**src/fti_pkg.sv**
```systemverilog
// ----------------------------------------------------------------------------
// fti_pkg: shared types and constants of the two-input fuzzy inference block
// Register indexes, rule class codes and the region flags of one crisp input.
// ----------------------------------------------------------------------------
package fti_pkg;

    localparam int POINT_W     = 16;
    localparam int PRICE_W     = 20;
    localparam int PRICE_FRAC  = 4;
    localparam int CFG_IDX_W   = 3;
    localparam int RULE_MAP_W  = 18;
    localparam int NUM_RULES   = 9;
    localparam int NUM_SETS    = 3;
    localparam int NUM_CLASSES = 3;

    typedef enum logic [CFG_IDX_W-1:0] {
        REG_POINT_LOW           = 3'd0,
        REG_POINT_MID           = 3'd1,
        REG_POINT_HIGH          = 3'd2,
        REG_SINGLETON_CHEAP     = 3'd3,
        REG_SINGLETON_NORMAL    = 3'd4,
        REG_SINGLETON_EXPENSIVE = 3'd5,
        REG_RULE_MAP            = 3'd6
    } cfg_reg_t;

    localparam logic [1:0] CLASS_CHEAP     = 2'd0;
    localparam logic [1:0] CLASS_NORMAL    = 2'd1;
    localparam logic [1:0] CLASS_EXPENSIVE = 2'd2;
    localparam logic [1:0] CLASS_DISABLED  = 2'd3;

    // Position of a crisp input against the three break points.
    typedef struct packed {
        logic le_a;
        logic in_ab;
        logic ge_b;
        logic eq_b;
        logic in_bc;
        logic ge_c;
    } region_t;

endpackage

```
**src/fti_front.sv**
```systemverilog
// ----------------------------------------------------------------------------
// fti_front: fuzzifier front end for one crisp input
// Registers the region flags and the two slope numerators and span.
// ----------------------------------------------------------------------------
module fti_front (
    input  logic                        aclk,
    input  logic                        adv,
    input  logic [fti_pkg::POINT_W-1:0] x,
    input  logic [fti_pkg::POINT_W-1:0] point_a,
    input  logic [fti_pkg::POINT_W-1:0] point_b,
    input  logic [fti_pkg::POINT_W-1:0] point_c,
    output fti_pkg::region_t            region_reg,
    output logic [fti_pkg::POINT_W-1:0] num1_reg,
    output logic [fti_pkg::POINT_W-1:0] num2_reg,
    output logic [fti_pkg::POINT_W-1:0] span_reg
);

    fti_pkg::region_t            region_next;
    logic [fti_pkg::POINT_W-1:0] num1_next;
    logic [fti_pkg::POINT_W-1:0] num2_next;
    logic [fti_pkg::POINT_W-1:0] span_next;

    always_comb begin
        region_next.le_a  = (x <= point_a);
        region_next.in_ab = (x > point_a) && (x < point_b);
        region_next.ge_b  = (x >= point_b);
        region_next.eq_b  = (x == point_b);
        region_next.in_bc = (x > point_b) && (x < point_c);
        region_next.ge_c  = (x >= point_c);
        if (region_next.in_ab) begin
            num1_next = point_b - x;
            num2_next = x - point_a;
            span_next = point_b - point_a;
        end else begin
            num1_next = point_c - x;
            num2_next = x - point_b;
            span_next = point_c - point_b;
        end
    end

    always_ff @(posedge aclk) begin
        if (adv) begin
            region_reg <= region_next;
            num1_reg   <= num1_next;
            num2_reg   <= num2_next;
            span_reg   <= span_next;
        end
    end

endmodule

```
**config.mk**
```make
export PLATFORM = sky130hd
export DESIGN_NAME = fti_front
export DESIGN_NICKNAME = d
export VERILOG_FILES = /design/src/fti_pkg.sv /design/src/fti_front.sv
export SDC_FILE = /design/constraint.sdc
export NUM_CORES = 1
export LEC_CHECK = 0
export ABC_AREA = 1
export BUFFER_PORTS_ARGS = -buffer_cell sky130_fd_sc_hd__clkbuf_2
export CAP_MARGIN = 10
export CORE_MARGIN = 2
export CORE_UTILIZATION = 50
export DETAILED_ROUTE_END_ITERATION = 8
export PLACE_DENSITY_LB_ADDON = 0.08
export SYNTH_ARGS = -nofsm -noshare
export SYNTH_HDL_FRONTEND = slang
export SYNTH_SLANG_ARGS = --single-unit
```
**constraint.sdc**
```tcl
create_clock -name aclk -period 5.3 [get_ports aclk]
set_input_delay 0.265 -clock aclk [delete_from_list [all_inputs] [get_ports aclk]]
set_output_delay 0.265 -clock aclk [all_outputs]
set_load 0.01 [all_outputs]
```
## After elaboration in Yosys (flattened, before gate mapping)

Index checks and enable logic that the tools add are counted.

- Latch bits: 0
- Word-level logic and storage cells: 28
- Memory bits (writable): 0
- Bits in read-only memories: 0
- Register bits: 54
- Input bits: 66
- Memories kept: 0

- Bitwise operators: 0
- Multiply operators: 0
- Mux-type cells: 3
- Reductions and logical operators: 2
- Shifts and indexed selects: 0
- Equality and inequality tests: 1
- Add/sub/neg operators: 6
- Div/mod/pow operators: 0
- Order comparisons: 7

Operators by type and width:

| cell | count |
|---|---|
| subtractor 16 bit | 6 |
| 2-to-1 mux 16 bit | 3 |
| >= comparator 16 bit | 2 |
| greater-than comparator 16 bit | 2 |
| < comparator 16 bit | 2 |
| == test 16 bit | 1 |
| <= comparator 16 bit | 1 |
| logical AND 1 bit | 2 |

## Logic depth before layout (Yosys ltp)

- Word-level depth: 3
- Gate-level depth with buffers: 16
- Mapped depth without buffers: 14

## Worst setup path after synthesis

Ideal clock, no wire load.

- Kind: input -> register
- From: input x[0] (netlist name)
- To: register num1_reg[1] (netlist name), data pin
- Data arrival time: 1.886 ns
- Stages on the path: 15
- Setup time: 0.253 ns
- Slack: 3.162 ns
- Path buffers: 2
- Cell sequence: inv_1 > ha_1 > fa_1 > inv_1 > nand2_1 > nand2_1 > nand3_2 > nand2_2 > nand2_2 > nand2_4 > nand3_2 > buf_6 > buf_2 > nand2_1 > nand2_1

- Longest elaborated chain between the ends: 3

RTL lines:

| item | RTL line | source |
|---|---|---|
| start: declaration | fti_front.sv:8 | `input logic [fti_pkg::POINT_W-1:0] x,` |
| greater-than comparator 16 bit or < comparator 16 bit (tied branches) | fti_front.sv:25 | `region_next.in_ab = (x > point_a) && (x < point_b);` |
| logical AND 1 bit | fti_front.sv:25 |  |
| 2-to-1 mux 16 bit * | fti_front.sv:30 | `if (region_next.in_ab) begin` |
| net num1_next (one bit) | fti_front.sv:19 | `logic [fti_pkg::POINT_W-1:0] num1_next;` |
| end signal: assignment | fti_front.sv:44 | `num1_reg <= num1_next;` |
| end: declaration | fti_front.sv:13 | `output logic [fti_pkg::POINT_W-1:0] num1_reg,` |

The timed path passes the listed nets; every way through them passes the cells marked *.
A chain may end at the register's enable or synchronous reset.

## Worst setup path after layout

- From: input x[0] (netlist name)
- To: register num2_reg[13] (netlist name), data pin

- Longest elaborated chain between the ends: 3

RTL lines:

| item | RTL line | source |
|---|---|---|
| greater-than comparator 16 bit or < comparator 16 bit (tied branches) | fti_front.sv:25 |  |
| logical AND 1 bit | fti_front.sv:25 |  |
| 2-to-1 mux 16 bit * | fti_front.sv:30 |  |
| net num2_next (one bit) | fti_front.sv:20 | `logic [fti_pkg::POINT_W-1:0] num2_next;` |
| end signal: assignment | fti_front.sv:45 | `num2_reg <= num2_next;` |
| end: declaration | fti_front.sv:14 | `output logic [fti_pkg::POINT_W-1:0] num2_reg,` |

Marks and branches as above.

==> impl_metrics.env <==
export IMPL_std_cell_rows=47
export IMPL_dr_first_iter_drc_count=495
export IMPL_critPathRequiredTime_ns=5.35
export IMPL_nNetsFinal=1672
export IMPL_synth_async_reset_ratio_pct=0
export IMPL_drive_gt1_share_pct=11.5
export IMPL_dr_pass1_iters=5
export IMPL_ys_types=31
export IMPL_cts_resized=0
export IMPL_fmax_mhz=298
export IMPL_min_path_type="in -> reg"
export IMPL_tns_ns=0
export IMPL_grt_pass1_wl_um=39400
export IMPL_num_antenna_cells=0
export IMPL_multiInputGateArea_mm2=0.00545
export IMPL_clock_sinks=54
export IMPL_die_h_um=133
export IMPL_gp_congestion=0.907
export IMPL_synth_edff_count=54
export IMPL_cts_max_path_buffers=2
export IMPL_grt_pass1_vias=7977
export IMPL_layout_commonest_cell="nand2_1"
export IMPL_crit_type="in -> reg"
export IMPL_cp_slowest_stage_delay_ns=0.99
export IMPL_cpMostUsedCell="nand2_1"
export IMPL_worstHoldStart="point_b[0]"
export IMPL_n_fill_cell=1768
export IMPL_grt_use_total_pct=28.7
export IMPL_antenna_found_initial=0
export IMPL_grt_ovfl_total=0
export IMPL_syn_cell_area_mm2=0.00834
export IMPL_wl_per_cell_um=14.8
export IMPL_totalWireLength_um=25500
export IMPL_portBuffers=119
export IMPL_rsz0062_at_grt="false"
export IMPL_layout_area_seq_mm2=0.00162
export IMPL_maxCapViolations=0
export IMPL_crit_family="simple AND/OR/NAND/NOR gates"
export IMPL_worstPathCellList="clkbuf_2 -> inv_1 -> ha_1 -> fa_1 -> inv_1 -> nand2_1 -> nand2_1 -> nand3_2 -> nand2_2 -> nand2_2 -> nand2_4 -> nand3_2 -> nand2_1 -> nand2_1"
export IMPL_ios=120
export IMPL_min_period_ns=3.36
export IMPL_fp_coreArea_mm2=0.0165
export IMPL_avgViaCountPerCell=4.97
export IMPL_vias=8587
export IMPL_yosys_most_used_dff="edfxtp_1"
export IMPL_mappedNetlistNets=1567
export IMPL_synth_seq_area_share_pct=19.5
export IMPL_avgSynthCellArea_um2=5.95
export IMPL_tritoncts_num_buffers=5
export IMPL_finalHoldViolCount=0
export IMPL_ir_drop_mv=0.128
export IMPL_cts_setup_buffers=0
export IMPL_cts_tree="built"
export IMPL_dp_hpwl_um=21400
export IMPL_slew_headroom_pct=20.3
export IMPL_start_util_pct=50.6
export IMPL_startpoint="x[0]"
export IMPL_power_density_mw_per_mm2=213
export IMPL_critPathCaptureType="flop"
export IMPL_postRouteAntennaNets=0
export IMPL_hold_slack_ns=0.467
export IMPL_drc=0
export IMPL_yosysWarnings=0
export IMPL_status="complete, no violations"
export IMPL_timing_final_crit_share_pct=63.4
export IMPL_htreeDepth=2
export IMPL_holdBufCountCts=0
export IMPL_fp_dieW_um=133
export IMPL_p_leak_nw=5.77
export IMPL_cp_start_kind="primary input"
export IMPL_grt_max_degree=55
export IMPL_path_clk_slew_ns=0.09
export IMPL_timing_critical_path_buf_inv=3
export IMPL_finalSetupViolations=0
export IMPL_cp_max_fo=48
export IMPL_cp_arrival_ns=3.41
export IMPL_netlist_instances=1402
export IMPL_tightest_slew_ns=1.20
export IMPL_critPathSlowestCell="nand3_2"
export IMPL_layout_common_cells="604 x nand2_1, 288 x inv_1, 119 x clkbuf_2"
export IMPL_synthToLayoutAreaGrowth_pct=10.4
export IMPL_cts_root_buf="clkbuf_16"
export IMPL_ys_ff_latch=54
export IMPL_finalMaxSlewViolations=0
export IMPL_die_area_mm2=0.0177
metal layers:
metal / track usage, % / routed length (µm) / up-vias
met2: 49.7 / 11800 / 205
met1: 37.1 / 11700 / 3831
met3: 3.01 / 1060 / 45
met4: 11.0 / 888 / 0
li1: - / - / 4506
met5: 0 / 0 / -
layout make-up:
cell class              instances  area share [%]
clock buffers                   5            1.36
multi-input cells            1036            59.3
flip-flops and latches         54            17.6
inverters                     288            11.8
well taps                     220            2.99
clock inverters                 3           0.258
repair buffers                122            6.72
worst min-delay path, cell delays in order:
cell,delay [ns]
clkbuf_2,0.10
ha_1,0.13
inv_1,0.04
nand2_1,0.06
nand2_1,0.04
per-stage QoR:
| stage | instances | total power [W] | worst slack (ns) | utilization, % | area, µm² |
|---|---|---|---|---|---|
| 5_1_grt | 1728 | 0.00211 | 1.71 | 55.9 | 9200 |
| 3_3_place_gp | 1720 | 0.00159 | 1.70 | 55.0 | 9050 |
| 3_5_place_dp | 1720 | 0.00159 | 1.64 | 55.0 | 9050 |
| 6_report | 1728 | 0.00196 | 1.94 | 55.9 | 9200 |
| 4_1_cts | 1728 | 0.00196 | 1.96 | 55.9 | 9200 |
| 2_1_floorplan | 1402 | 0.00130 | 3.16 | - | 8340 |
synth_stat cells (2+ instances only):
library cell / count / area share [%]
nand2_1: 604 / 27
inv_1: 288 / 13
ha_1: 93 / 14
nand3_1: 78 / 4.7
nor2_1: 57 / 2.6
a21oi_1: 55 / 3.3
edfxtp_1: 54 / 19
nand4_1: 37 / 2.8
nand2_2: 28 / 2.1
xor2_1: 25 / 2.6
buf_2: 15 / 0.90
nor3_1: 11 / 0.66
and2_1: 8 / 0.60
xnor2_1: 8 / 0.84
fa_1: 6 / 1.4
nand3b_1: 5 / 0.45
o21ai_0: 4 / 0.24
or2_2: 4 / 0.30
buf_12: 3 / 0.72
buf_4: 3 / 0.27
nand3_2: 3 / 0.36
a21oi_2: 2 / 0.21
clkbuf_2: 2 / 0.12
nor2_2: 2 / 0.15
kinds of logic after synthesis:
kind of cell    Yosys count  synth area share (%)
buf+inv                 312                  15.1
flops                    54                  19.5
compound gates           62                  3.84
xor+xnor                 33                  3.47
fa+ha+maj                99                  15.4
simple gates            842                  42.7
worst paths after layout:
path              depth (start not counted)  slack (ns)                      to
setup / recovery                         14        1.94  num2_reg[13]$_DFFE_PP_
hold / removal                            5        0.47   span_reg[0]$_DFFE_PP_
power breakdown:
part	switching (W)	internal [W]
registers	0.0000199	0.000570
logic	0.000665	0.000343
clock network	0.000187	0.000178
Note: power is estimated with default switching activity, not from simulation.
