[src/fti_pkg.sv]
// ----------------------------------------------------------------------------
// fti_pkg: shared types and constants of the two-input fuzzy inference block
// Register indexes, rule class codes and the region flags of one crisp input.
// ----------------------------------------------------------------------------
package fti_pkg;

    localparam int POINT_W     = 16;
    localparam int PRICE_W     = 20;
    localparam int PRICE_FRAC  = 4;
    localparam int CFG_IDX_W   = 3;
    localparam int RULE_MAP_W  = 18;
    localparam int NUM_RULES   = 9;
    localparam int NUM_SETS    = 3;
    localparam int NUM_CLASSES = 3;

    typedef enum logic [CFG_IDX_W-1:0] {
        REG_POINT_LOW           = 3'd0,
        REG_POINT_MID           = 3'd1,
        REG_POINT_HIGH          = 3'd2,
        REG_SINGLETON_CHEAP     = 3'd3,
        REG_SINGLETON_NORMAL    = 3'd4,
        REG_SINGLETON_EXPENSIVE = 3'd5,
        REG_RULE_MAP            = 3'd6
    } cfg_reg_t;

    localparam logic [1:0] CLASS_CHEAP     = 2'd0;
    localparam logic [1:0] CLASS_NORMAL    = 2'd1;
    localparam logic [1:0] CLASS_EXPENSIVE = 2'd2;
    localparam logic [1:0] CLASS_DISABLED  = 2'd3;

    // Position of a crisp input against the three break points.
    typedef struct packed {
        logic le_a;
        logic in_ab;
        logic ge_b;
        logic eq_b;
        logic in_bc;
        logic ge_c;
    } region_t;

endpackage

[src/fti_infer.sv]
// ----------------------------------------------------------------------------
// fti_infer: rule evaluation and weighted sums
// Memberships and rule minimums, class maximums in two steps, products with
// the singletons beside the denominator sum, then the numerator sum.
// ----------------------------------------------------------------------------
module fti_infer #(
    parameter int FB = 12
) (
    input  logic                           aclk,
    input  logic                           aresetn,
    input  logic                           adv,
    input  logic                           in_valid,
    input  fti_pkg::region_t               stock_region,
    input  fti_pkg::region_t               demand_region,
    input  logic [1:0][FB-1:0]             stock_quot,
    input  logic [1:0][FB-1:0]             demand_quot,
    input  logic [fti_pkg::POINT_W-1:0]    singleton_cheap,
    input  logic [fti_pkg::POINT_W-1:0]    singleton_normal,
    input  logic [fti_pkg::POINT_W-1:0]    singleton_expensive,
    input  logic [fti_pkg::RULE_MAP_W-1:0] rule_map,
    output logic                           out_valid,
    output logic [FB+18:0]                 out_num,
    output logic [FB+1:0]                  out_den,
    output logic [2:0][FB:0]               out_cls
);

    localparam int MW = FB + 1;
    localparam logic [MW-1:0] ONE = MW'(1) << FB;

    logic [4:0]           valid_reg;
    logic [MW-1:0]        rule_reg   [fti_pkg::NUM_RULES];
    logic [MW-1:0]        part_reg   [fti_pkg::NUM_CLASSES][fti_pkg::NUM_SETS];
    logic [2:0][MW-1:0]   cls_reg;
    logic [2:0][MW-1:0]   cls2_reg;
    logic [FB+16:0]       prod_reg   [fti_pkg::NUM_CLASSES];
    logic [FB+1:0]        den_reg;
    logic [2:0][MW-1:0]   cls3_reg;
    logic [FB+18:0]       num_reg;
    logic [FB+1:0]        den2_reg;

    logic [MW-1:0] ms [fti_pkg::NUM_SETS];
    logic [MW-1:0] md [fti_pkg::NUM_SETS];
    logic [MW-1:0] rule_next [fti_pkg::NUM_RULES];
    logic [MW-1:0] part_next [fti_pkg::NUM_CLASSES][fti_pkg::NUM_SETS];
    logic [2:0][MW-1:0] cls_next;

    function automatic logic [MW-1:0] memb_left(fti_pkg::region_t r, logic [FB-1:0] q1);
        logic [MW-1:0] v;
        if (r.ge_b) v = '0;
        else if (r.in_ab) v = {1'b0, q1};
        else if (r.le_a) v = ONE;
        else v = '0;
        return v;
    endfunction

    function automatic logic [MW-1:0] memb_centre(fti_pkg::region_t r, logic [FB-1:0] q1,
                                                  logic [FB-1:0] q2);
        logic [MW-1:0] v;
        if (r.in_bc) v = {1'b0, q1};
        else if (r.eq_b) v = ONE;
        else if (r.in_ab) v = {1'b0, q2};
        else v = '0;
        return v;
    endfunction

    function automatic logic [MW-1:0] memb_right(fti_pkg::region_t r, logic [FB-1:0] q2);
        logic [MW-1:0] v;
        if (r.ge_c) v = ONE;
        else if (r.in_bc) v = {1'b0, q2};
        else v = '0;
        return v;
    endfunction

    always_comb begin
        ms[0] = memb_left(stock_region, stock_quot[0]);
        ms[1] = memb_centre(stock_region, stock_quot[0], stock_quot[1]);
        ms[2] = memb_right(stock_region, stock_quot[1]);
        md[0] = memb_left(demand_region, demand_quot[0]);
        md[1] = memb_centre(demand_region, demand_quot[0], demand_quot[1]);
        md[2] = memb_right(demand_region, demand_quot[1]);
        for (int s = 0; s < fti_pkg::NUM_SETS; s++) begin
            for (int d = 0; d < fti_pkg::NUM_SETS; d++) begin
                rule_next[3*s+d] = (ms[s] < md[d]) ? ms[s] : md[d];
            end
        end
    end

    always_comb begin
        for (int k = 0; k < fti_pkg::NUM_CLASSES; k++) begin
            for (int s = 0; s < fti_pkg::NUM_SETS; s++) begin
                part_next[k][s] = '0;
                for (int d = 0; d < fti_pkg::NUM_SETS; d++) begin
                    if (rule_map[2*(3*s+d) +: 2] == 2'(k)
                            && rule_reg[3*s+d] > part_next[k][s]) begin
                        part_next[k][s] = rule_reg[3*s+d];
                    end
                end
            end
        end
    end

    always_comb begin
        for (int k = 0; k < fti_pkg::NUM_CLASSES; k++) begin
            cls_next[k] = part_reg[k][0];
            for (int s = 1; s < fti_pkg::NUM_SETS; s++) begin
                if (part_reg[k][s] > cls_next[k]) begin
                    cls_next[k] = part_reg[k][s];
                end
            end
        end
    end

    always_ff @(posedge aclk) begin
        if (!aresetn) begin
            valid_reg <= '0;
        end else if (adv) begin
            valid_reg <= {valid_reg[3:0], in_valid};
        end
    end

    always_ff @(posedge aclk) begin
        if (adv) begin
            rule_reg    <= rule_next;
            part_reg    <= part_next;
            cls_reg     <= cls_next;
            prod_reg[0] <= singleton_cheap * cls_reg[0];
            prod_reg[1] <= singleton_normal * cls_reg[1];
            prod_reg[2] <= singleton_expensive * cls_reg[2];
            den_reg     <= (FB+2)'(cls_reg[0]) + (FB+2)'(cls_reg[1]) + (FB+2)'(cls_reg[2]);
            cls2_reg    <= cls_reg;
            num_reg     <= (FB+19)'(prod_reg[0]) + (FB+19)'(prod_reg[1])
                           + (FB+19)'(prod_reg[2]);
            den2_reg    <= den_reg;
            cls3_reg    <= cls2_reg;
        end
    end

    assign out_valid = valid_reg[4];
    assign out_num   = num_reg;
    assign out_den   = den2_reg;
    assign out_cls   = cls3_reg;

endmodule

[config.mk]
export PLATFORM = sky130hd
export DESIGN_NAME = fti_infer
export DESIGN_NICKNAME = d
export VERILOG_FILES = /design/src/fti_pkg.sv /design/src/fti_infer.sv
export SDC_FILE = /design/constraint.sdc
export NUM_CORES = 2
export LEC_CHECK = 0
export ABC_AREA = 1
export BUFFER_PORTS_ARGS = -buffer_cell sky130_fd_sc_hd__clkbuf_2
export CAP_MARGIN = 0
export CORE_MARGIN = 2
export CORE_UTILIZATION = 40
export DETAILED_ROUTE_END_ITERATION = 8
export GPL_TIMING_DRIVEN = 0
export PLACE_DENSITY = 0.52
export SLEW_MARGIN = 20
export SYNTH_ARGS = -nofsm -noshare
export SYNTH_HDL_FRONTEND = slang
export SYNTH_SLANG_ARGS = --single-unit
[constraint.sdc]
create_clock -name aclk -period 7.4 [get_ports aclk]
set_clock_uncertainty 0.1 [all_clocks]
set_input_delay 1.85 -clock aclk [delete_from_list [all_inputs] [get_ports aclk]]
set_output_delay 1.85 -clock aclk [all_outputs]
set_load 0.1 [all_outputs]
After elaboration in Yosys (flattened, before gate mapping):

Memories as Yosys holds them, arrays and structs flattened.
Cells that the tools add are included.

* flip-flop bits (word level): 415
* memory bits (writable): 87
* bits of input ports: 130
* output and inout port bits: 85
* word-level logic and storage cells: 189
* memories: 1

Memories
* prod_reg: depth 3, width 29, read ports 3, clocked after Yosys merged registers in 0, wr ports 3, line fti_infer.sv:35 `logic [FB+16:0] prod_reg [fti_pkg::NUM_CLASSES];`

* add/sub/neg operators: 4
* multipliers: 3
* order comparisons: 36
* equality and inequality tests: 18
* mux-type cells: 60
* reductions and logical operators: 36

Operator list (number)
* $mux W13: 54
* $gt A13 B13 Y1: 24
* $lt A13 B13 Y1: 9
* $mul A16 B13 Y29: 3
* $mux W12: 4
* $gt A13 B1 Y1 const B: 3
* $add A30 B29 Y31: 1
* $add A29 B29 Y30: 1
* $logic_and A1 B1 Y1: 27
* $eq A2 B1 Y1 const B: 9
* $eq A2 B2 Y1 const B: 9
* $logic_not A2 Y1: 9
* $add A13 B13 Y14: 1
* $add A14 B13 Y14: 1
* $mux W1: 2

Logic depth before layout (Yosys ltp):

* depth after elaboration: 9
* gate-level depth with buffers: 30
* gate-level depth less buffers: 26

Worst setup path before layout:

OpenSTA, ideal clock, no wires.

* path kind: input to register
* from: input singleton_normal[7] (netlist name)
* to: memory prod_reg[0][55] (netlist name), data pin
* setup time: 0.253 ns
* arrival time: 5.875 ns
* required time: 7.047 ns
* setup slack: 1.172 ns
* stages on the path: 16
* path buffers: 1
* cells stage by stage: clkbuf_1 -> nand2_1 -> fa_1 -> inv_1 -> fa_1 -> fa_1 -> inv_1 -> fa_1 -> fa_1 -> inv_1 -> ha_1 -> nand2_1 -> o21ai_0 -> nand3_1 -> nand4_1 -> nand2_1

RTL lines
* start, declared: line fti_infer.sv:18 `input logic [fti_pkg::POINT_W-1:0] singleton_normal,`
* end, declared: line fti_infer.sv:35

==> impl_metrics.py <==
metrics = {
    "placed_design": {
        "postPlaceCellArea_sq_um": 61800,
        "io_buffers": 213,
        "place.gp.congestion": 1.00,
        "dp_hpwl_um": 166000,
        "post-place-ws_ns": 0.0522,
    },
    "logic_synthesis": {
        "synth_seq_cells": 502,
        "syn_inst": 7474,
        "synth_edf_count": 497,
        "yosys.cell_count.top_type": "nand2_1",
        "synth_top_family_by_area": "adder cells",
        "synthArstFlopShare_pct": 0,
        "ys_top_cells_by_area": "edfxtp_1 26%, fa_1 17%, nand2_1 16%, ha_1 15%, inv_1 9.0%",
        "synth-adder-area-share_pct": 32.1,
        "seq_area_frac_synth_pct": 25.8,
        "netlist_area_sq_um": 58100,
        "synthTopCellsByCount": "2446 x nand2_1, 1390 x inv_1, 682 x ha_1",
        "avgSynthCellArea_sq_um": 7.78,
        "synth-xor-area-share_pct": 1.16,
        "yosys.cell_types.count": 42,
        "synth_top_area_share_pct": 25.7,
        "synth_compound_area_share_pct": 4.47,
        "ys.warnings.count": 0,
        "yosys.area_share.simple_pct": 25.5,
        "synthFlopType": "edfxtp_1",
        "muxShareOfSynthArea_pct": 0,
        "synth_area_leader_cell": "edfxtp_1",
        "synth_nets": 8792,
    },
    "worst_setup_path": {
        "endpoint_kind": "flip-flop",
        "worstSetupPathType": "input pin to flip-flop",
        "r2r_slack_ns": 1.08,
        "required_ns": 7.72,
        "critPathMaxFanout": 10,
        "worstPathArrival_ns": 7.00,
        "startpoint_type": "input pin",
    },
    "layout": {
        "multi_input_area_sq_um": 36800,
        "ff_latch_area_sq_um": 15000,
        "nets": 9071,
        "layout-drive-gt1-share_pct": 6.00,
        "nFillCells": 14800,
        "final_util_pct": 44.3,
        "postLayoutCellArea_sq_um": 63700,
        "area_growth_syn_to_layout_pct": 9.63,
    },
    "sta": {
        "finalMaxSlewViolations": 0,
        "fmax_mhz": 150,
        "period_share_pct": 90.2,
        "tightest_slew_ns": 1.19,
        "finalSetupViolCount": 0,
        "rsz0062_at_grt": "false",
        "finalCriticalPeriod_ns": 6.68,
        "fin_ws_ns": 0.725,
        "maxSlewHeadroom_pct": 20.6,
        "finalHoldViolCount": 0,
        "setup_tns_ns": 0,
    },
    "grt": {
        "grt_pass1_wl_um": 295000,
        "grt_usage_pct": 26.5,
        "grt_max_degree": 98,
        "antenna_found_initial": 15,
        "overflow": 0,
        "first_global_vias": 48400,
    },
    "clocking": {
        "cts_resized": 0,
        "clock_sinks": 502,
        "cts_made_buffers": 58,
        "cts.path.max_buffers": 3,
        "cts.clk_slew.worst_paths_ns": 0.06,
        "h-tree-depth": 2,
        "cts_tree": "yes",
        "cts_root_buffer": "clkbuf_16",
        "cts_setup_buffers": 0,
        "postCtsHoldBufs": 0,
        "clk_latency_ns": 0.67,
    },
    "floorplanning": {
        "chipWidth_um": 385,
        "die_area_sq_um": 148000,
        "die_h_um": 385,
        "rows": 139,
        "fp.coreArea_sq_um": 144000,
        "ioPinCount": 215,
        "initial_utilization_pct": 40.4,
    },
    "detailed_routing": {
        "via_per_inst": 5.03,
        "route.vias.total": 48900,
        "final_antenna_net_count": 0,
        "wl_per_cell_um": 20.2,
        "post-route-drc-count": 0,
        "drt-total-wl_um": 196000,
        "dr.first_iter.drc_count": 3639,
        "drt_pass1_iterations": 8,
    },
    "worst_hold_path": {
        "hold_class": "flip-flop to flip-flop",
    },
    "job": {
        "maxCapViolations": 0,
    },
    "status": {
        "status": "completed",
    },
}
==> cells in the final DEF (no fill, tap or decap), drive strengths merged <==
cell type and n:
a21boi 1, a21o 4, a21oi 310, a31oi 2, and2 41, and3 2
buf 119, bufinv 6, clkbuf 407, clkinv 27, clkinvlp 4, dfxtp 5
diode 5, edfxtp 497, fa 506, ha 682, inv 1401, nand2 2458
nand3 673, nand3b 7, nand4 71, nor2 271, nor3 40, nor3b 5
o211ai 2, o21a 9, o21ai 151, o21bai 7, o22ai 1, o31ai 7
or2 9, xnor2 22, xor2 55
==> cell families (layout without fill, tap and decap cells) <==
family | count (synthesis) | in the layout
flip-flops | 502 | 502
AND/OR/NAND/NOR | 3577 | 3577
XOR/XNOR | 77 | 77
other | 0 | 5
buffers and inverters | 1636 | 1964
AO/OA/AOI/OAI | 494 | 494
adder cells (fa/ha/maj) | 1188 | 1188
==> critical path: stages <==
cell	delay (ns)
clkbuf_2	0.17
buf_1	0.59
nand2_1	0.18
fa_1	0.56
inv_1	0.05
fa_1	0.47
fa_1	0.52
inv_1	0.06
fa_1	0.52
inv_1	0.05
fa_1	0.50
ha_1	0.39
nand2_1	0.11
o21ai_0	0.54
nand3_1	0.22
nand4_1	0.16
nand2_1	0.06
==> layer usage <==
layer	vias to the layer above	wire [um]	track usage [%]
met5	-	45	0
li1	24100	-	-
met4	8	12400	14.1
met1	23100	82600	33.9
met3	309	10000	3.09
met2	1376	91200	44.1
==> layout make-up <==
cell class	count	area share (%)
clock buffers	64	2.31
diodes	5	0.0196
repair buffers	219	1.95
flip-flops and latches	502	23.6
multi-input cells	5336	57.7
inverters	1393	8.20
plain buffers	243	1.75
clock inverters	45	0.718
well taps	1903	3.74
==> worst paths after layout <==
| kind | from | end | cells after the start |
|---|---|---|---|
| min reg2reg | cls2_reg[15]$_DFFE_PP_ | out_cls[15]$_DFFE_PP_ | 0 |
| max | singleton_expensive[8] | prod_reg[0][84]$_DFFE_PP_ | 17 |
| min | cls2_reg[15]$_DFFE_PP_ | out_cls[15]$_DFFE_PP_ | 0 |
| max reg2reg | cls_reg[21]$_DFFE_PP_ | prod_reg[0][55]$_DFFE_PP_ | 19 |
==> per-stage QoR <==
stage	hold WS [ns]	cells
after floorplan	0.300	7474
after global placement	0.302	9590
after detailed placement	0.305	9596
after CTS	0.316	9705
after global routing	0.323	9706
final	0.312	9710
Power is left out: the tool's default activity adds up to more than one toggle a clock period on the data nets, which glitch-free logic cannot reach.
