$ cat src/fti_div.sv
// ----------------------------------------------------------------------------
// fti_div: pipelined restoring divider
// One quotient bit per register stage for several lanes that move together,
// with a side payload that travels alongside the quotient.
// ----------------------------------------------------------------------------
module fti_div #(
    parameter int RW    = 16,
    parameter int QW    = 12,
    parameter int LANES = 1,
    parameter int SW    = 1
) (
    input  logic                           aclk,
    input  logic                           aresetn,
    input  logic                           adv,
    input  logic                           in_valid,
    input  logic [LANES-1:0][RW-1:0]       in_rem,
    input  logic [LANES-1:0][QW-1:0]       in_low,
    input  logic [LANES-1:0][RW-1:0]       in_den,
    input  logic [SW-1:0]                  in_side,
    output logic                           out_valid,
    output logic [LANES-1:0][QW-1:0]       out_quot,
    output logic [SW-1:0]                  out_side
);

    logic [LANES-1:0][RW-1:0] rem_reg  [QW];
    logic [LANES-1:0][QW-1:0] low_reg  [QW];
    logic [LANES-1:0][RW-1:0] den_reg  [QW];
    logic [LANES-1:0][QW-1:0] quot_reg [QW];
    logic [SW-1:0]            side_reg [QW];
    logic [QW-1:0]            valid_reg;

    logic [LANES-1:0][RW-1:0] rem_in   [QW];
    logic [LANES-1:0][QW-1:0] low_in   [QW];
    logic [LANES-1:0][RW-1:0] den_in   [QW];
    logic [LANES-1:0][QW-1:0] quot_in  [QW];
    logic [SW-1:0]            side_in  [QW];
    logic [QW-1:0]            valid_in;
    logic [LANES-1:0][RW-1:0] rem_next [QW];
    logic [LANES-1:0][QW-1:0] low_next [QW];
    logic [LANES-1:0][QW-1:0] quot_next[QW];

    genvar st, ln;
    generate
        for (st = 0; st < QW; st++) begin : g_stage
            if (st == 0) begin : g_first
                assign rem_in[st]   = in_rem;
                assign low_in[st]   = in_low;
                assign den_in[st]   = in_den;
                assign quot_in[st]  = '0;
                assign side_in[st]  = in_side;
                assign valid_in[st] = in_valid;
            end else begin : g_rest
                assign rem_in[st]   = rem_reg[st-1];
                assign low_in[st]   = low_reg[st-1];
                assign den_in[st]   = den_reg[st-1];
                assign quot_in[st]  = quot_reg[st-1];
                assign side_in[st]  = side_reg[st-1];
                assign valid_in[st] = valid_reg[st-1];
            end

            for (ln = 0; ln < LANES; ln++) begin : g_lane
                logic [RW:0] trial;
                always_comb begin
                    trial = {rem_in[st][ln], low_in[st][ln][QW-1]};
                    if (trial >= {1'b0, den_in[st][ln]}) begin
                        rem_next[st][ln]  = RW'(trial - {1'b0, den_in[st][ln]});
                        quot_next[st][ln] = {quot_in[st][ln][QW-2:0], 1'b1};
                    end else begin
                        rem_next[st][ln]  = trial[RW-1:0];
                        quot_next[st][ln] = {quot_in[st][ln][QW-2:0], 1'b0};
                    end
                    low_next[st][ln] = {low_in[st][ln][QW-2:0], 1'b0};
                end
            end

            always_ff @(posedge aclk) begin
                if (!aresetn) begin
                    valid_reg[st] <= 1'b0;
                end else if (adv) begin
                    valid_reg[st] <= valid_in[st];
                end
            end

            always_ff @(posedge aclk) begin
                if (adv) begin
                    rem_reg[st]  <= rem_next[st];
                    low_reg[st]  <= low_next[st];
                    den_reg[st]  <= den_in[st];
                    quot_reg[st] <= quot_next[st];
                    side_reg[st] <= side_in[st];
                end
            end
        end
    endgenerate

    assign out_valid = valid_reg[QW-1];
    assign out_quot  = quot_reg[QW-1];
    assign out_side  = side_reg[QW-1];

endmodule

$ cat config.mk
export PLATFORM = sky130hd
export DESIGN_NAME = fti_div
export DESIGN_NICKNAME = d
export VERILOG_FILES = /design/src/fti_div.sv
export SDC_FILE = /design/constraint.sdc
export NUM_CORES = 1
export LEC_CHECK = 0
export ABC_AREA = 1
export ABC_CLOCK_PERIOD_IN_PS = 2600
export BUFFER_PORTS_ARGS = -buffer_cell sky130_fd_sc_hd__buf_2
export CORE_ASPECT_RATIO = 0.75
export CORE_MARGIN = 4
export CORE_UTILIZATION = 55
export CTS_CLUSTER_SIZE = 20
export DETAILED_ROUTE_END_ITERATION = 12
export GPL_ROUTABILITY_DRIVEN = 1
export MAX_ROUTING_LAYER = met4
export PLACE_DENSITY = 0.71
export SYNTH_ARGS = -nofsm -noshare
export SYNTH_HDL_FRONTEND = slang
export SYNTH_SLANG_ARGS = --single-unit
$ cat constraint.sdc
create_clock -name aclk -period 2.6 [get_ports aclk]
set_input_delay 0.52 -clock aclk [delete_from_list [all_inputs] [get_ports aclk]]
set_output_delay 0.52 -clock aclk [all_outputs]
set_load 0.05 [all_outputs]
======== Word-level counts from Yosys, hierarchy flattened ========
Memories as Yosys holds them, arrays and structs flattened.
Cells that the tools add are included.
storage, ports and cells
  bits in writable memories ............... 672
  register bits ........................... 12
  output and inout bits ................... 14
  input bits .............................. 49
  logic and storage cells ................. 67
  memories kept ........................... 5
memory list
  name      words  bits a word  read ports  clocked after Yosys merged registers in  write ports  line  RTL
  den_reg   12     16           11          0                                        12           27    logic [LANES-1:0][RW-1:0] den_reg [QW];
  rem_reg   12     16           11          0                                        12           25    logic [LANES-1:0][RW-1:0] rem_reg [QW];
  quot_reg  12     12           12          0                                        12           28    logic [LANES-1:0][QW-1:0] quot_reg [QW];
  low_reg   12     11           11          0                                        12           26    logic [LANES-1:0][QW-1:0] low_reg [QW];
  side_reg  12     1            12          0                                        12           29    logic [SW-1:0] side_reg [QW];
cells by class
  $add $sub $neg .......................... 12
  multiplexer cells ....................... 26
  $lt $le $gt $ge ......................... 12
operators by type and width
  cell                            count
  >= comparator 17 x 16 -> 1 bit  12
  two-way mux 16 bit              12
  subtractor 16 bit               12
  two-way mux 1 bit               14

======== Logic depth before layout (Yosys ltp) ========
Gate-level depths: netlist (run 1).
An unclocked memory read counts as a cell.
  depth in word-level cells ............... 3
  mapped depth ............................ 15
  depth with buffers taken out ............ 13

======== Worst setup path before layout (run 1) ========
Ideal clock, no wire load.
  kind .................................... input-to-reg
  from .................................... input port in_den[10] (netlist bit)
  to ...................................... memory rem_reg[0][4] (netlist bit), data pin
  cell stages on the path ................. 13
  buffers on the path ..................... 1
  data required time ...................... 2,348 ps
  library setup time ...................... 252 ps
  slack ................................... 571 ps
  arrival time ............................ 1,777 ps
  cell sequence ........................... inv_1 > ha_1 > nand2_1 > inv_1 > nand2_1 > nor2_1 > nand3_1 > nand2_1 > nor2_4 > nand2_4 > buf_6 > nand2_1 > nand2_1
RTL lines
  what         line  RTL
  from (decl)  18    input logic [LANES-1:0][RW-1:0] in_den,
  to (decl)    25

==> results of run 1 <==
## stage by stage
step,utilization (%),hold WS [ns],TNS [ns],setup slack [ns],cell area [um^2]
finish,61.7,0.0814,0,0.165,34600
global route,61.7,0.0535,0,0.0226,34600
CTS,61.5,0.0460,0,0.100,34500
detailed placement,58.5,0.405,-0.486,-0.124,32800
global placement,58.5,0.400,-0.747,-0.135,32800
floorplan,-,0.400,0,0.571,31200
## metal layers
metal | part of all wire, % | up-vias | global-route usage (%)
met5 | 0 | - | -
met4 | 1.4 | 0 | 4.70
met3 | 13 | 83 | 10.4
met2 | 33 | 1077 | 32.1
met1 | 52 | 11269 | 48.9
li1 | - | 12162 | -
## power by group
group          switching [mW]  leakage (nW)  internal, mW
clock network            3.28         0.818          4.28
logic                    10.9          11.7          5.47
registers                1.13          5.09          11.6
## cell type report
cell class	instances	area (um^2)
sequential	520	15500
timing repair buffer	151	1110
tap	731	915
multi-input combinational	2416	12600
clock inverter	29	308
clock buffer	66	1380
inverter	725	2720
fill	4896	21500
## cell usage after synthesis, types with 12 or more instances
| cell type | count |
|---|---|
| sky130_fd_sc_hd__nand3_1 | 298 |
| sky130_fd_sc_hd__xnor2_1 | 15 |
| sky130_fd_sc_hd__nor2_2 | 12 |
| sky130_fd_sc_hd__and2_1 | 14 |
| sky130_fd_sc_hd__nand4_1 | 55 |
| sky130_fd_sc_hd__nand3_2 | 14 |
| sky130_fd_sc_hd__buf_2 | 17 |
| sky130_fd_sc_hd__dfxtp_1 | 12 |
| sky130_fd_sc_hd__nand3b_1 | 18 |
| sky130_fd_sc_hd__nor3_1 | 24 |
| sky130_fd_sc_hd__nor2_1 | 147 |
| sky130_fd_sc_hd__ha_1 | 192 |
| sky130_fd_sc_hd__o21ai_0 | 17 |
| sky130_fd_sc_hd__nand2_1 | 1356 |
| sky130_fd_sc_hd__nand2_2 | 19 |
| sky130_fd_sc_hd__edfxtp_1 | 508 |
| sky130_fd_sc_hd__xor2_1 | 53 |
| sky130_fd_sc_hd__a21oi_1 | 103 |
| sky130_fd_sc_hd__inv_1 | 722 |
## worst max-delay path, cell delays in order (launching register included)
cell	delay (ns)
sky130_fd_sc_hd__edfxtp_1	0.52
sky130_fd_sc_hd__inv_1	0.09
sky130_fd_sc_hd__ha_1	0.37
sky130_fd_sc_hd__nand2_1	0.07
sky130_fd_sc_hd__inv_1	0.10
sky130_fd_sc_hd__nand2_1	0.09
sky130_fd_sc_hd__nor2_1	0.14
sky130_fd_sc_hd__nand3_1	0.09
sky130_fd_sc_hd__nand2_1	0.12
sky130_fd_sc_hd__nor2_4	0.06
sky130_fd_sc_hd__buf_4	0.21
sky130_fd_sc_hd__nand3_1	0.09
sky130_fd_sc_hd__nand2_1	0.19
## worst paths after layout
path / startpoint / endpoint / slack (ns) / cells after the start
setup / recovery: den_reg[2][5] / rem_reg[3][13] / 0.17 / 12
hold / removal: in_low[8] / low_reg[0][8] / 0.08 / 1
setup reg to reg: den_reg[2][5] / rem_reg[3][13] / 0.17 / 12
hold reg to reg: low_reg[0][3] / low_reg[1][4] / 0.42 / 0
## what timing repair did
action                     in CTS  in global routing
setup buffers                   0                 12
setup endpoints to repair       0                 34
gates resized for setup         0                  2
## logic make-up after synthesis
kind of cell | share of synthesized area [%]
AND/OR/NAND/NOR | 27.6
adder cells (fa/ha/maj) | 8.41
XOR/XNOR | 1.91
flip-flops | 49.7
buffers and inverters | 9.77
AO/OA/AOI/OAI | 2.59
==> results_dict.tcl, run 1 <==
set metrics [dict create \
    port_buffers 62 \
    post-synth-top-area-cell "sky130_fd_sc_hd__edfxtp_1" \
    drt.antenna.violating_nets 0 \
    number_of_flops_mapped_to_enable_cells_by_yosys 508 \
    final_common_cell "sky130_fd_sc_hd__nand2_1" \
    synthTopCellsByArea "sky130_fd_sc_hd__edfxtp_1, sky130_fd_sc_hd__nand2_1, sky130_fd_sc_hd__inv_1, sky130_fd_sc_hd__ha_1, sky130_fd_sc_hd__nand3_1" \
    setup_viol_count_final 0 \
    floorplan.die.width_um 283 \
    period_share_pct 93.7 \
    gp_congestion 1.00 \
    core_area_um2 56000 \
    p_leak_nw 17.6 \
    first_global_vias 22281 \
    timing.critical_path.fanout_max 16 \
    clock_transition_at_path_regs_ns 0.06 \
    cp_class "reg -> reg" \
    floorplan.initialDensity_pct 55.6 \
    synthesis.area_per_instance_um2 8.42 \
    clock_latency_ns 0.62 \
    syn2layout_area_growth_pct 10.9 \
    via_per_inst 5.30 \
    drt_pre_antenna_iters 5 \
    synth-warning-count 0 \
    remaining_overflow_grt 0 \
    numPlacedInstances 4531 \
    cts.htree.levels 2 \
    start_kind "flop" \
    tritoncts "built" \
    chip_height_um 214 \
    grtUsageTotal_pct 29.0 \
    hold_class "in -> reg" \
    design.final.nets 4118 \
    drt-total-wl_um 85600 \
    final_period_minus_worst_setup_slack_ns 2.43 \
    synth.cell_area_um2 31200 \
    mostFrequentLayoutCells "sky130_fd_sc_hd__nand2_1, sky130_fd_sc_hd__inv_1, sky130_fd_sc_hd__edfxtp_1" \
    relSlewSlack_pct 62.8 \
    die_area_um2 60600 \
    synth_seq_cells 520 \
    initial_antenna_violation_count 3 \
    wire_per_inst_um 18.5 \
    fin_worst_skew_ns 0.0200 \
    critPathCaptureType "flop" \
    critPathArrivalTime_ns 2.74 \
    remaining_drc_errors 0 \
    num_io_pins 63 \
    vdd_drop_max_mv 0.643 \
    mapped_cells 3704 \
    timing.critical_path.required_ns 2.90 \
    yosysSeqAreaShare_pct 49.7 \
    finalPower_mw 36.7 \
    detail_route.iter0.violations 2875 \
    cts_inserted_buffers 52 \
    synth_fp_nets 3956 \
    synthDistinctLibCells 42 \
    fmax_mhz 411 \
    final_max_slew_viol_count 0 \
    powerDensity_nw_per_um2 1060 \
    grt_max_degree 91 \
    run_status "completed" \
    grt_setup_unrepaired "no" \
    num_vias 24591 \
    post_cts_hold_buffer_count 0 \
    fraction_of_final_layout_cells_sized_beyond_drive_strength_1_pct 8.09 \
    netlist.area_leader.share_pct 48.9 \
    dp.final_hpwl_um 67100 \
    timing.final.hold_violations 0 \
    clock_path_buffers 3 \
    async_reset_ff_share_pct 0 \
    antenna-diode-count 0 \
    worst_slew_pin_slew_ns 0.559 \
    drv.max_cap_violation_count 0 \
    clock_sink_count 520 \
    placementRows 75 \
    synthFlopType "sky130_fd_sc_hd__edfxtp_1" \
    wire_length_of_the_first_global_routing_pass_um 131000 \
    cts_root_buffer "sky130_fd_sc_hd__clkbuf_16" \
    final_cells 4638 \
]
No activity file was read; power rests on OpenSTA's default activity.
==> inputs of run 2 (changes only) <==
--- a/config.mk
+++ b/config.mk
@@ -14,6 +14,7 @@
 export CTS_CLUSTER_SIZE = 20
 export DETAILED_ROUTE_END_ITERATION = 12
 export GPL_ROUTABILITY_DRIVEN = 1
+export HOLD_SLACK_MARGIN = 0.12
 export MAX_ROUTING_LAYER = met4
 export PLACE_DENSITY = 0.71
 export SYNTH_ARGS = -nofsm -noshare
==> run 2 against run 1 <==
- sequential share of layout area decreased by 0.19 points
- largest cell class unchanged
- first-iteration DRC count increased by 5.2%
- die area unchanged
- highest routed layer unchanged
==> results_dict.tcl, run 2 (synthesized netlist as in run 1, its figures left out) <==
set metrics [dict create \
    hold_class "in -> reg" \
    drt_pre_antenna_iters 8 \
    wire_per_inst_um 18.4 \
    powerDensity_nw_per_um2 1060 \
    grtUsageTotal_pct 29.0 \
    chip_height_um 214 \
    critPathArrivalTime_ns 2.76 \
    remaining_overflow_grt 0 \
    fraction_of_final_layout_cells_sized_beyond_drive_strength_1_pct 8.06 \
    clock_transition_at_path_regs_ns 0.06 \
    clock_path_buffers 3 \
    gp_congestion 1.00 \
    cts.htree.levels 2 \
    via_per_inst 5.31 \
    fin_worst_skew_ns 0.0227 \
    start_kind "flop" \
    finish.utilization_pct 62.0 \
    setup_viol_count_final 0 \
    port_buffers 62 \
    multi_input_gate_area_um2 12600 \
    remaining_drc_errors 0 \
    r2r_setup_slack_ns 0.14 \
    cts_inserted_buffers 52 \
    worstHoldStart "in_den[14]" \
    critPathLaunch "den_reg[2][5]" \
    worstHoldEndpoint "den_reg[0][14]" \
    floorplan.die.width_um 283 \
    core_area_um2 56000 \
    finalPower_mw 36.7 \
    detail_route.iter0.violations 3025 \
    mostFrequentLayoutCells "sky130_fd_sc_hd__nand2_1, sky130_fd_sc_hd__inv_1, sky130_fd_sc_hd__edfxtp_1" \
    die_area_um2 60600 \
    critPathCaptureType "flop" \
    grt_setup_unrepaired "no" \
    wire_length_of_the_first_global_routing_pass_um 131000 \
    dp.final_hpwl_um 67100 \
    relSlewSlack_pct 63.1 \
    floorplan.initialDensity_pct 55.6 \
    vdd_drop_max_mv 0.637 \
    final.fill_count 4886 \
    first_global_vias 22360 \
    num_io_pins 63 \
    initial_antenna_violation_count 3 \
    antenna-diode-count 0 \
    worst_slew_pin_slew_ns 0.553 \
    cp_class "reg -> reg" \
    r2r_cells 12 \
    drv.max_cap_violation_count 0 \
    drt.antenna.violating_nets 0 \
    final_common_cell "sky130_fd_sc_hd__nand2_1" \
    worstReg2RegEnd "rem_reg[3][13]" \
    final_period_minus_worst_setup_slack_ns 2.46 \
    p_leak_nw 17.7 \
    timing.critical_path.required_ns 2.90 \
    placementRows 75 \
    seq_area_um2 15500 \
    timing.critical_path.fanout_max 16 \
    worstHoldPathCells 1 \
    grt_max_degree 91 \
    clock_sink_count 520 \
    r2r-start "den_reg[2][5]" \
    drt-total-wl_um 85700 \
    cts_root_buffer "sky130_fd_sc_hd__clkbuf_16" \
    num_vias 24700 \
    period_share_pct 94.5 \
    clock_latency_ns 0.62 \
    tritoncts "built" \
    design.final.nets 4133 \
    final_max_slew_viol_count 0 \
    timing.final.hold_violations 0 \
    syn2layout_area_growth_pct 11.4 \
    run_status "completed" \
    fmax_mhz 407 \
]
## run 2: changes by cell type in the layout (fill, tap and decap cells not counted), sizes merged
cell         delta
dlygate4sd3    +15
## run 2: layer usage
layer | part of all wire (%) | track usage [%] | vias to the layer above | routed length, um
met5 | 0 | - | - | 0
met4 | 1.4 | 4.68 | 0 | 1220
met1 | 52 | 49.0 | 11332 | 44300
met2 | 34 | 32.1 | 1100 | 28700
met3 | 13 | 10.4 | 88 | 11500
li1 | - | - | 12180 | -
## run 2: through the flow
| stage | hold WS, ns | cell area (um^2) | std cells | setup TNS, ns | setup WS, ns |
|---|---|---|---|---|---|
| 2_1_floorplan | 0.400 | 31200 | 3704 | 0 | 0.571 |
| 3_3_place_gp | 0.400 | 32800 | 4531 | -0.747 | -0.135 |
| 3_5_place_dp | 0.405 | 32800 | 4531 | -0.486 | -0.124 |
| 4_1_cts | 0.122 | 34600 | 4641 | 0 | 0.100 |
| 5_1_grt | 0.131 | 34700 | 4653 | 0 | 0.0226 |
| 6_report | 0.155 | 34700 | 4653 | 0 | 0.143 |
## run 2: worst max-delay path, stage by stage, from the launching register on
cell                       delay (ns)
sky130_fd_sc_hd__edfxtp_1        0.51
sky130_fd_sc_hd__inv_1           0.09
sky130_fd_sc_hd__ha_1            0.37
sky130_fd_sc_hd__nand2_1         0.07
sky130_fd_sc_hd__inv_1           0.10
sky130_fd_sc_hd__nand2_1         0.09
sky130_fd_sc_hd__nor2_1          0.15
sky130_fd_sc_hd__nand3_1         0.09
sky130_fd_sc_hd__nand2_1         0.12
sky130_fd_sc_hd__nor2_4          0.06
sky130_fd_sc_hd__buf_4           0.21
sky130_fd_sc_hd__nand3_1         0.09
sky130_fd_sc_hd__nand2_1         0.19
## run 2: worst max-delay path by stage
stage	cells past startpoint	slack, ns	end
final	12	0.14	rem_reg[3][13]
after global routing	10	0.02	rem_reg[4][14]
after CTS	12	0.10	rem_reg[3][10]
after detailed placement	13	-0.12	rem_reg[0][9]
after global placement	10	-0.14	rem_reg[0][9]
after floorplan	13	0.57	rem_reg[0][4]
## run 2: timing repair
item / in CTS / in global routing
hold buffers: 15 / 0
buffers inserted: 0 / 12
endpoints found under the setup margin: 0 / 34
resized for setup: 0 / 2
hold endpoints to repair: 15 / 0
## run 2: cell type report
| cell class | instances | area share, % |
|---|---|---|
| Sequential cell | 520 | 44.6 |
| Multi-Input combinational cell | 2416 | 36.4 |
| Inverter | 725 | 7.84 |
| Clock buffer | 66 | 3.99 |
| Timing Repair Buffer | 166 | 3.64 |
| Tap cell | 731 | 2.63 |
| Clock inverter | 29 | 0.886 |
## run 2: where the power goes
group	switching (mW)	internal, mW	leakage [nW]
registers	1.13	11.6	5.09
logic	10.9	5.48	11.8
clock network	3.29	4.28	0.818
